`src/hw/rtl/hsvrgb_pkg.sv`:
```
// Package for the HSV to RGB converter: word types, sector codes and the
// fixed reciprocal constants used by the pipeline. No dependencies.
`default_nettype none

package hsvrgb_pkg;

  localparam int unsigned HUE_W = 13;
  localparam int unsigned CH_W  = 8;

  // Hue divided by four before the divide by 15 that yields the sector count.
  localparam int unsigned E_W   = HUE_W - 2;
  // Raw sector count before the modulo six, at most 136.
  localparam int unsigned Q_W   = 8;
  // Scaled channel value ahead of the divide by 3825, below 979200.
  localparam int unsigned B_W   = 20;
  localparam int unsigned C1_W  = 19;
  localparam int unsigned C2_W  = 16;

  // Reciprocals: x / n is (x * RECIP) >> SHIFT, exact over the value ranges above.
  localparam logic [11:0] RECIP15   = 12'd2185;
  localparam int unsigned SHIFT15   = 15;
  localparam logic [7:0]  RECIP6    = 8'd171;
  localparam int unsigned SHIFT6    = 10;
  localparam logic [19:0] RECIP3    = 20'd699051;
  localparam int unsigned SHIFT3    = 21;
  localparam logic [18:0] RECIP5    = 19'd419431;
  localparam int unsigned SHIFT5    = 21;
  localparam logic [17:0] RECIP255  = 18'd131587;
  localparam int unsigned SHIFT255  = 25;

  // Largest legal scaled channel value plus one: 256 * 3825.
  localparam logic [B_W-1:0] B_LIMIT = 20'd979200;

  // The six 60-degree hue sectors.
  typedef enum logic [2:0] {
    SEC_R_Y = 3'd0,
    SEC_Y_G = 3'd1,
    SEC_G_C = 3'd2,
    SEC_C_B = 3'd3,
    SEC_B_M = 3'd4,
    SEC_M_R = 3'd5
  } sector_e;

  typedef struct packed {
    logic [HUE_W-1:0] hue;
    logic [CH_W-1:0]  saturation;
    logic [CH_W-1:0]  brightness;
  } hsv_word_t;

  typedef struct packed {
    logic [CH_W-1:0] red;
    logic [CH_W-1:0] green;
    logic [CH_W-1:0] blue;
  } rgb_word_t;

endpackage

`default_nettype wire

```
`src/hw/rtl/hsv_to_rgb_converter_top.sv`:
```
// HSV to RGB converter, seven-stage pipeline, one color word per clock while not stalled.
// Depends on hsvrgb_pkg for the word types, sector codes and reciprocals.
//
// Usage:
//   The input channel carries one HSV word (hue in 1/2^HUE_FRAC_BITS degree,
//   saturation and brightness as 8-bit fractions of full scale). The output
//   channel carries one RGB word with each channel rounded to nearest.
//   Both channels use valid and stall; a word moves at a rising edge where
//   valid is high and stall is low.
//   An accepted word passes through all seven pipeline registers before it is
//   offered. Throughput is one word per cycle while the receiver does not stall;
//   each pipeline register holds a valid bit, and an empty stage always accepts,
//   so bubbles are squeezed out while the receiver stalls.
//   When the receiver stalls, the output register holds its word and the
//   stages behind it keep filling; in_stall_o rises only once every stage
//   holds a word. Nothing is dropped or repeated.
//   Reset clears all valid bits; the pipeline is empty afterwards and the
//   first word can be taken in the cycle after reset is released.
//   Hue is reduced modulo a full circle, so exactly 360 degrees is red.
//   The rate is set by the pipeline itself: the divide by the common
//   denominator is a shift in stage 4 and three reciprocal multiplies in the
//   last three stages.
`default_nettype none

module hsv_to_rgb_converter_top
  import hsvrgb_pkg::*;
#(
  parameter int unsigned HUE_FRAC_BITS = 4
) (
  input  wire logic      clk_i,
  input  wire logic      rst_ni,
  input  wire logic      in_valid_i,
  output logic           in_stall_o,
  input  wire hsv_word_t in_word_i,
  output logic           out_valid_o,
  input  wire logic      out_stall_i,
  output rgb_word_t      out_word_o
);

  // One sector is 60 degrees in hue units; D = 255 * SECW is the common
  // denominator of all channel numerators.
  localparam int unsigned SECW   = 60 << HUE_FRAC_BITS;
  localparam int unsigned K_W    = $clog2(SECW + 1);
  localparam int unsigned F_W    = $clog2(SECW);
  localparam int unsigned D_HALF = (255 * SECW) / 2;
  localparam int unsigned NUM_W  = $clog2(255 * 255 * SECW + D_HALF + 1);
  localparam int unsigned DROP   = HUE_FRAC_BITS + 2;
  localparam int unsigned STAGES = 7;
  localparam int unsigned NCH    = 3;

  logic [STAGES-1:0] vq_q;
  logic [STAGES-1:0] en;

  // A stage loads when it is empty or when the stage after it moves on.
  always_comb begin
    en[STAGES-1] = !vq_q[STAGES-1] || !out_stall_i;
    for (int i = STAGES - 2; i >= 0; i--) begin
      en[i] = !vq_q[i] || en[i+1];
    end
  end

  assign in_stall_o = !en[0];

  always_ff @(posedge clk_i or negedge rst_ni) begin
    if (!rst_ni) begin
      vq_q <= '0;
    end else begin
      if (en[0]) begin
        vq_q[0] <= in_valid_i;
      end
      for (int i = 1; i < STAGES; i++) begin
        if (en[i]) begin
          vq_q[i] <= vq_q[i-1];
        end
      end
    end
  end

  // Stage 1: raw sector count q = hue / SECW, taken as (hue >> (F+2)) / 15.
  logic [HUE_W-1:0]      s1_hue_q;
  logic [CH_W-1:0]       s1_sat_q;
  logic [CH_W-1:0]       s1_val_q;
  logic [Q_W-1:0]        s1_q_q;
  logic [Q_W-1:0]        s1_q_d;
  logic [E_W-1:0]        s1_e;
  logic [E_W+11:0]       s1_prod;

  always_comb begin
    s1_e    = E_W'(in_word_i.hue >> DROP);
    s1_prod = (E_W+12)'(s1_e) * (E_W+12)'(RECIP15);
    s1_q_d  = Q_W'(s1_prod >> SHIFT15);
  end

  always_ff @(posedge clk_i) begin
    if (en[0]) begin
      s1_hue_q <= in_word_i.hue;
      s1_sat_q <= in_word_i.saturation;
      s1_val_q <= in_word_i.brightness;
      s1_q_q   <= s1_q_d;
    end
  end

  // Stage 2: sector = q mod 6, offset within the sector, and the two
  // brightness products V*S and V*(255-S).
  sector_e               s2_sector_q;
  sector_e               s2_sector_d;
  logic [F_W-1:0]        s2_f_q;
  logic [F_W-1:0]        s2_f_d;
  logic [2*CH_W-1:0]     s2_vs_q;
  logic [2*CH_W-1:0]     s2_vm_q;
  logic [2*CH_W-1:0]     s2_vs_d;
  logic [2*CH_W-1:0]     s2_vm_d;
  logic [2*Q_W-1:0]      s2_prod6;
  logic [Q_W-1:0]        s2_q6;
  logic [Q_W-1:0]        s2_q6x6;
  logic [Q_W-1:0]        s2_rem;
  logic [HUE_W-1:0]      s2_base;
  logic [HUE_W-1:0]      s2_off;

  always_comb begin
    s2_prod6    = (2*Q_W)'(s1_q_q) * (2*Q_W)'(RECIP6);
    s2_q6       = Q_W'(s2_prod6 >> SHIFT6);
    s2_q6x6     = (s2_q6 << 2) + (s2_q6 << 1);
    s2_rem      = s1_q_q - s2_q6x6;
    s2_sector_d = sector_e'(s2_rem[2:0]);
    s2_base     = HUE_W'(s1_q_q * SECW);
    s2_off      = s1_hue_q - s2_base;
    s2_f_d      = F_W'(s2_off);
    s2_vs_d     = (2*CH_W)'(s1_val_q) * (2*CH_W)'(s1_sat_q);
    s2_vm_d     = (2*CH_W)'(s1_val_q) * (2*CH_W)'(8'd255 - s1_sat_q);
  end

  always_ff @(posedge clk_i) begin
    if (en[1]) begin
      s2_sector_q <= s2_sector_d;
      s2_f_q      <= s2_f_d;
      s2_vs_q     <= s2_vs_d;
      s2_vm_q     <= s2_vm_d;
    end
  end

  // Stage 3: numerators over D. The ramp term k rises through even sectors
  // and falls through odd ones.
  sector_e               s3_sector_q;
  logic [NUM_W-1:0]      s3_cn_q;
  logic [NUM_W-1:0]      s3_xn_q;
  logic [NUM_W-1:0]      s3_mn_q;
  logic [K_W-1:0]        s3_k;

  always_comb begin
    if (s2_sector_q[0]) begin
      s3_k = K_W'(SECW) - K_W'(s2_f_q);
    end else begin
      s3_k = K_W'(s2_f_q);
    end
  end

  always_ff @(posedge clk_i) begin
    if (en[2]) begin
      s3_sector_q <= s2_sector_q;
      s3_cn_q     <= NUM_W'(s2_vs_q * SECW);
      s3_xn_q     <= NUM_W'(NUM_W'(s2_vs_q) * NUM_W'(s3_k));
      s3_mn_q     <= NUM_W'(s2_vm_q * SECW);
    end
  end

  // Stage 4: place C and X by sector, add m and half of D for rounding,
  // then drop the factor 4 * 2^F of D, leaving a divide by 3825.
  logic [NUM_W-1:0]      s4_sel [NCH];
  logic [NUM_W-1:0]      s4_sum [NCH];
  logic [B_W-1:0]        s4_b_q [NCH];

  always_comb begin
    s4_sel[0] = '0;
    s4_sel[1] = '0;
    s4_sel[2] = '0;
    unique case (s3_sector_q)
      SEC_R_Y: begin
        s4_sel[0] = s3_cn_q;
        s4_sel[1] = s3_xn_q;
      end
      SEC_Y_G: begin
        s4_sel[0] = s3_xn_q;
        s4_sel[1] = s3_cn_q;
      end
      SEC_G_C: begin
        s4_sel[1] = s3_cn_q;
        s4_sel[2] = s3_xn_q;
      end
      SEC_C_B: begin
        s4_sel[1] = s3_xn_q;
        s4_sel[2] = s3_cn_q;
      end
      SEC_B_M: begin
        s4_sel[0] = s3_xn_q;
        s4_sel[2] = s3_cn_q;
      end
      default: begin
        s4_sel[0] = s3_cn_q;
        s4_sel[2] = s3_xn_q;
      end
    endcase
    for (int c = 0; c < NCH; c++) begin
      s4_sum[c] = s4_sel[c] + s3_mn_q + NUM_W'(D_HALF);
    end
  end

  always_ff @(posedge clk_i) begin
    if (en[3]) begin
      for (int c = 0; c < NCH; c++) begin
        s4_b_q[c] <= B_W'(s4_sum[c] >> DROP);
      end
    end
  end

  // Stages 5 to 7: divide by 3, by 5 and by 255 through reciprocals.
  logic [C1_W-1:0]       s5_c1_q [NCH];
  logic [C2_W-1:0]       s6_c2_q [NCH];
  logic [CH_W-1:0]       s7_ch_q [NCH];
  logic [2*B_W-1:0]      s5_prod [NCH];
  logic [2*C1_W-1:0]     s6_prod [NCH];
  logic [C2_W+17:0]      s7_prod [NCH];

  always_comb begin
    for (int c = 0; c < NCH; c++) begin
      s5_prod[c] = (2*B_W)'(s4_b_q[c]) * (2*B_W)'(RECIP3);
      s6_prod[c] = (2*C1_W)'(s5_c1_q[c]) * (2*C1_W)'(RECIP5);
      s7_prod[c] = (C2_W+18)'(s6_c2_q[c]) * (C2_W+18)'(RECIP255);
    end
  end

  always_ff @(posedge clk_i) begin
    for (int c = 0; c < NCH; c++) begin
      if (en[4]) begin
        s5_c1_q[c] <= C1_W'(s5_prod[c] >> SHIFT3);
      end
      if (en[5]) begin
        s6_c2_q[c] <= C2_W'(s6_prod[c] >> SHIFT5);
      end
      if (en[6]) begin
        s7_ch_q[c] <= CH_W'(s7_prod[c] >> SHIFT255);
      end
    end
  end

  assign out_valid_o      = vq_q[STAGES-1];
  assign out_word_o.red   = s7_ch_q[0];
  assign out_word_o.green = s7_ch_q[1];
  assign out_word_o.blue  = s7_ch_q[2];

  // The secondary component never exceeds chroma, since k stays within a sector.
  a_x_within_c : assert property (@(posedge clk_i) disable iff (!rst_ni)
    vq_q[2] |-> (s3_xn_q <= s3_cn_q))
    else $error("secondary component exceeds chroma");

  // The input is only held off when every stage holds a word.
  a_stall_only_full : assert property (@(posedge clk_i) disable iff (!rst_ni)
    in_stall_o |-> (&vq_q))
    else $error("input stalled with an empty stage");

  // Scaled channel values stay below 256 * 3825, so no channel wraps.
  a_no_overflow : assert property (@(posedge clk_i) disable iff (!rst_ni)
    vq_q[3] |-> ((s4_b_q[0] < B_LIMIT) && (s4_b_q[1] < B_LIMIT)
                 && (s4_b_q[2] < B_LIMIT)))
    else $error("scaled channel value out of range");

endmodule

`default_nettype wire
```
`config.mk`:
```
export PLATFORM = sky130hd
export DESIGN_NAME = hsv_to_rgb_converter_top
export DESIGN_NICKNAME = d
export VERILOG_FILES = /design/src/hw/rtl/hsvrgb_pkg.sv /design/src/hw/rtl/hsv_to_rgb_converter_top.sv
export SDC_FILE = /design/constraint.sdc
export NUM_CORES = 2
export LEC_CHECK = 0
export BUFFER_PORTS_ARGS = -buffer_cell sky130_fd_sc_hd__clkbuf_2
export CAP_MARGIN = 10
export CELL_PAD_IN_SITES_DETAIL_PLACEMENT = 0
export CELL_PAD_IN_SITES_GLOBAL_PLACEMENT = 1
export CORE_ASPECT_RATIO = 0.7
export CORE_MARGIN = 1.5
export CORE_UTILIZATION = 50
export DETAILED_ROUTE_END_ITERATION = 6
export GPL_TIMING_DRIVEN = 0
export PLACE_DENSITY_LB_ADDON = 0.1
export SLEW_MARGIN = 30
export SYNTH_ARGS = -nofsm -noshare
export SYNTH_HDL_FRONTEND = slang
export SYNTH_SLANG_ARGS = --single-unit
```
`constraint.sdc`:
```
create_clock -name clk_i -period 11.1 [get_ports clk_i]
set_clock_uncertainty 0.2 [all_clocks]
set_input_delay 2.22 -clock clk_i [delete_from_list [all_inputs] [get_ports clk_i]]
set_output_delay 2.22 -clock clk_i [all_outputs]
set_load 0.01 [all_outputs]
```
==> Flow_metrics.wiki <==
{| class="wikitable"
! Metric !! Value
|-
| CP delay by family, top || adder cells
|-
| Number of clock buffers inserted by TritonCTS || 42
|-
| Number of enable flip-flop cells after synthesis || 328
|-
| Depth of the critical timing path with buffers and inverters included || 27
|-
| Hold_sp || s1_hue_q[1]$_DFFE_PN_
|-
| Num rows || 116
|-
| WL/cell || 17.61 um
|-
| Commonest non-fill, non-tap cell in the layout || inv_1
|-
| Flop-to-flop setup slack || 2.64 ns
|-
| Starting density of the core || 0.5024
|-
| Worst setup path start || s2_f_q[0]$_DFFE_PP_
|-
| Total negative setup slack || 0 ns
|-
| Drt first-iter violations || 2208
|-
| Sink Count || 335
|-
| Cell type with the largest total area after synthesis || fa_1
|-
| Path category of the worst min-delay check || reg -> reg
|-
| Overall fraction of global-route tracks in use || 0.2243
|-
| Core Area || 0.1427 sq mm
|-
| Cells on worst reg2reg path || 27
|-
| Status || finished clean
|-
| Fraction of layout instances using a drive strength above 1 || 0.02431
|-
| Die area || 0.1457 sq mm
|-
| Count of unique library cells instantiated by Yosys || 84
|-
| Root buffer selected by CTS || clkbuf_16
|-
| Worst Path Required || 11.24 ns
|-
| Crit end category || flip-flop
|-
| Clock network latency to the later pin of the worst-skew pair || 0.61 ns
|-
| Detailed Place HPWL || 140100 um
|-
| Summed instance area of the synthesized netlist || 0.07168 sq mm
|-
| Number of gates resized after CTS || 0
|-
| PortBufs || 58
|-
| Clock input transition at the sequential cells of the worst setup and hold paths || 0.06 ns
|-
| Share of the core filled with cells || 0.5323
|-
| CP bufs+invs || 7
|-
| Cell count after synthesis || 6976
|-
| Launch instance of the worst register-to-register path || s2_f_q[0]$_DFFE_PP_
|-
| Max Fanout on Critical Path || 10
|-
| Synthesis-to-layout area growth || 5.954%
|-
| H-tree levels || 2
|-
| Share of flip-flops with an asynchronous set or reset after synthesis || 0.02090
|-
| Overall die width || 455.5 um
|-
| First-pass iteration count of the detailed router || 6
|-
| Sequential cell area fraction in the yosys report || 0.1399
|-
| Count of endpoints failing hold in the final timing report || 0
|-
| Number of max-slew violations in the final report || 0
|-
| Boundary pin count || 59
|-
| Via Count || 45533
|-
| Final weighted congestion in routability-driven placement || 0.9195
|-
| Leading register cell type out of synthesis || edfxtp_1
|-
| Buffers inserted by post-CTS timing repair || 0
|-
| Arrival time of data at the critical path endpoint || 8.60 ns
|-
| Cell with the biggest individual delay on the critical path || xnor2_1
|-
| Pin count of the biggest net entering global routing || 55
|-
| Unrepaired setup endpoints after global routing || false
|-
| Area fraction of the dominant cell type after synthesis || 0.3072
|-
| Worst path max stage delay || 0.75 ns
|-
| Number of antenna violations at the first check in global routing || 2
|-
| Final cycle utilization of the critical path || 0.7617
|-
| Final nets || 9851
|-
| Final Hold Slack || 0.2174 ns
|-
| Post-synthesis net count || 9743
|-
| Post-detailed-route count of antenna-violating nets || 0
|-
| Final Cell Area || 0.07594 sq mm
|-
| Number of synthesized register bits || 335
|-
| Total routed wirelength || 158600 um
|-
| Maximum achievable frequency || 118.3 MHz
|-
| Final Critical Period || 8.455 ns
|-
| Final setup violation count || 0
|-
| Fillcell total || 12925
|-
| Residual overflow from global routing || 0
|-
| Height of the die || 319.8 um
|-
| Kind of critical path || reg -> reg
|-
| Hold-fix buffers at CTS || 0
|-
| Worst Hold Depth || 0
|-
| Crit start category || flip-flop
|-
| Worst path most repeated cell || fa_1
|-
| Vias/cell || 5.057
|-
| Via count of the first global-routing pass || 47660
|-
| Number of diodes || 0
|-
| Number of buffers between clock root and the deepest sink || 3
|-
| Syn avg cell area || 10.27 sq um
|-
| Cell types occupying the most area after synthesis || fa_1 31%, ha_1 29%, edfxtp_1 14%
|-
| Global-route wire length before repair || 259400 um
|-
| Actual slew at the worst max-slew pin || 0.9629 ns
|-
| MaxCap Viol Count || 0
|-
| Number of warning messages in the yosys log || 0
|-
| DP Area || 0.07449 sq mm
|-
| Relative max-transition margin || 0.3531
|-
| Number of remaining DRC errors || 0
|-
| Highest-count cells in the layout ignoring fill and taps || 2009 x inv_1, 1634 x ha_1, 1100 x fa_1, 328 x edfxtp_1, 247 x nand2_1
|-
| Clock tree from TritonCTS || done
|}
-- metal layers --
layer  track usage  wire length, um  vias up
li1              -                -    22378
met1        0.3643            86890    22388
met2        0.3203            63190      676
met3       0.03127             7003       91
met4       0.02752             1488        0
met5             0                0        -
-- metrics by stage --
| stage | setup WS [ns] | instances |
|---|---|---|
| 2_1_floorplan | 3.923 | 6976 |
| 4_1_cts | 2.670 | 9004 |
| 5_1_grt | 2.205 | 9004 |
| 6_report | 2.645 | 9004 |
| 3_5_place_dp | 2.682 | 8928 |
| 3_3_place_gp | 2.667 | 8922 |
-- cell type report --
type / instances / area, sq um / share of cell area
Buffer: 64 / 241.5 / 0.003180
Timing Repair Buffer: 64 / 407.9 / 0.005371
Inverter: 2011 / 7553 / 0.09946
Clock buffer: 53 / 1166 / 0.01535
Tap cell: 1888 / 2362 / 0.03111
Multi-Input combinational cell: 4566 / 53910 / 0.7098
Clock inverter: 23 / 282.8 / 0.003723
Sequential cell: 335 / 10020 / 0.1320
-- state kept, by name, indices dropped and copies added, names as in the netlist --
name	cells
s4_b_q	60
s1_sat_q	8
s1_q_q	4
s1_val_q	8
s1_hue_q	10
s3_sector_q	3
s6_c2_q	48
s5_c1_q	57
s2_vm_q	16
s2_f_q	10
s2_sector_q	3
s3_xn_q	21
vq_q	7
s2_vs_q	16
s3_mn_q	20
s7_ch_q	24
s3_cn_q	20
-- worst paths after layout --
| check | endpoint |
|---|---|
| setup / recovery | s3_xn_q[22]$_DFFE_PP_ |
| hold / removal | s2_f_q[1]$_DFFE_PP_ |
| setup reg to reg | s3_xn_q[22]$_DFFE_PP_ |
| hold reg to reg | s2_f_q[1]$_DFFE_PP_ |
| max in group asynchronous | vq_q[0]$_DFFE_PN0N_ |
| min in group asynchronous | vq_q[3]$_DFFE_PN0P_ |
-- cell usage after synthesis, types with 16 or more instances --
master and number:
a22o_1 24, nor2b_1 118, a21o_1 94, xnor2_1 192
nor3_1 52, and2_1 86, a211oi_1 24, xor2_1 80
inv_1 2011, nand3_1 58, fa_1 1100, a22oi_1 16
o21a_1 32, a21oi_1 191, clkbuf_1 53, o21ai_1 28
o21bai_1 34, nor2_1 156, nand4_1 38, nand2b_1 65
o21ai_0 85, nand2_1 250, edfxtp_1 328, and3_1 26
ha_1 1634
-- logic make-up after synthesis --
| family | Yosys count | share of synthesized area |
|---|---|---|
| AOI/OAI and AO/OA | 664 | 0.06246 |
| xor gates and xnor gates | 272 | 0.03324 |
| adders and majority gates | 2734 | 0.5925 |
| buffers and inverters | 2075 | 0.1087 |
| DFF | 335 | 0.1399 |
| muxes | 5 | 0.0008029 |
| and+or+nand+nor | 891 | 0.06249 |
Power is not shown: default switching activity piles up to over one toggle a cycle in this logic, so the estimate is an artifact.
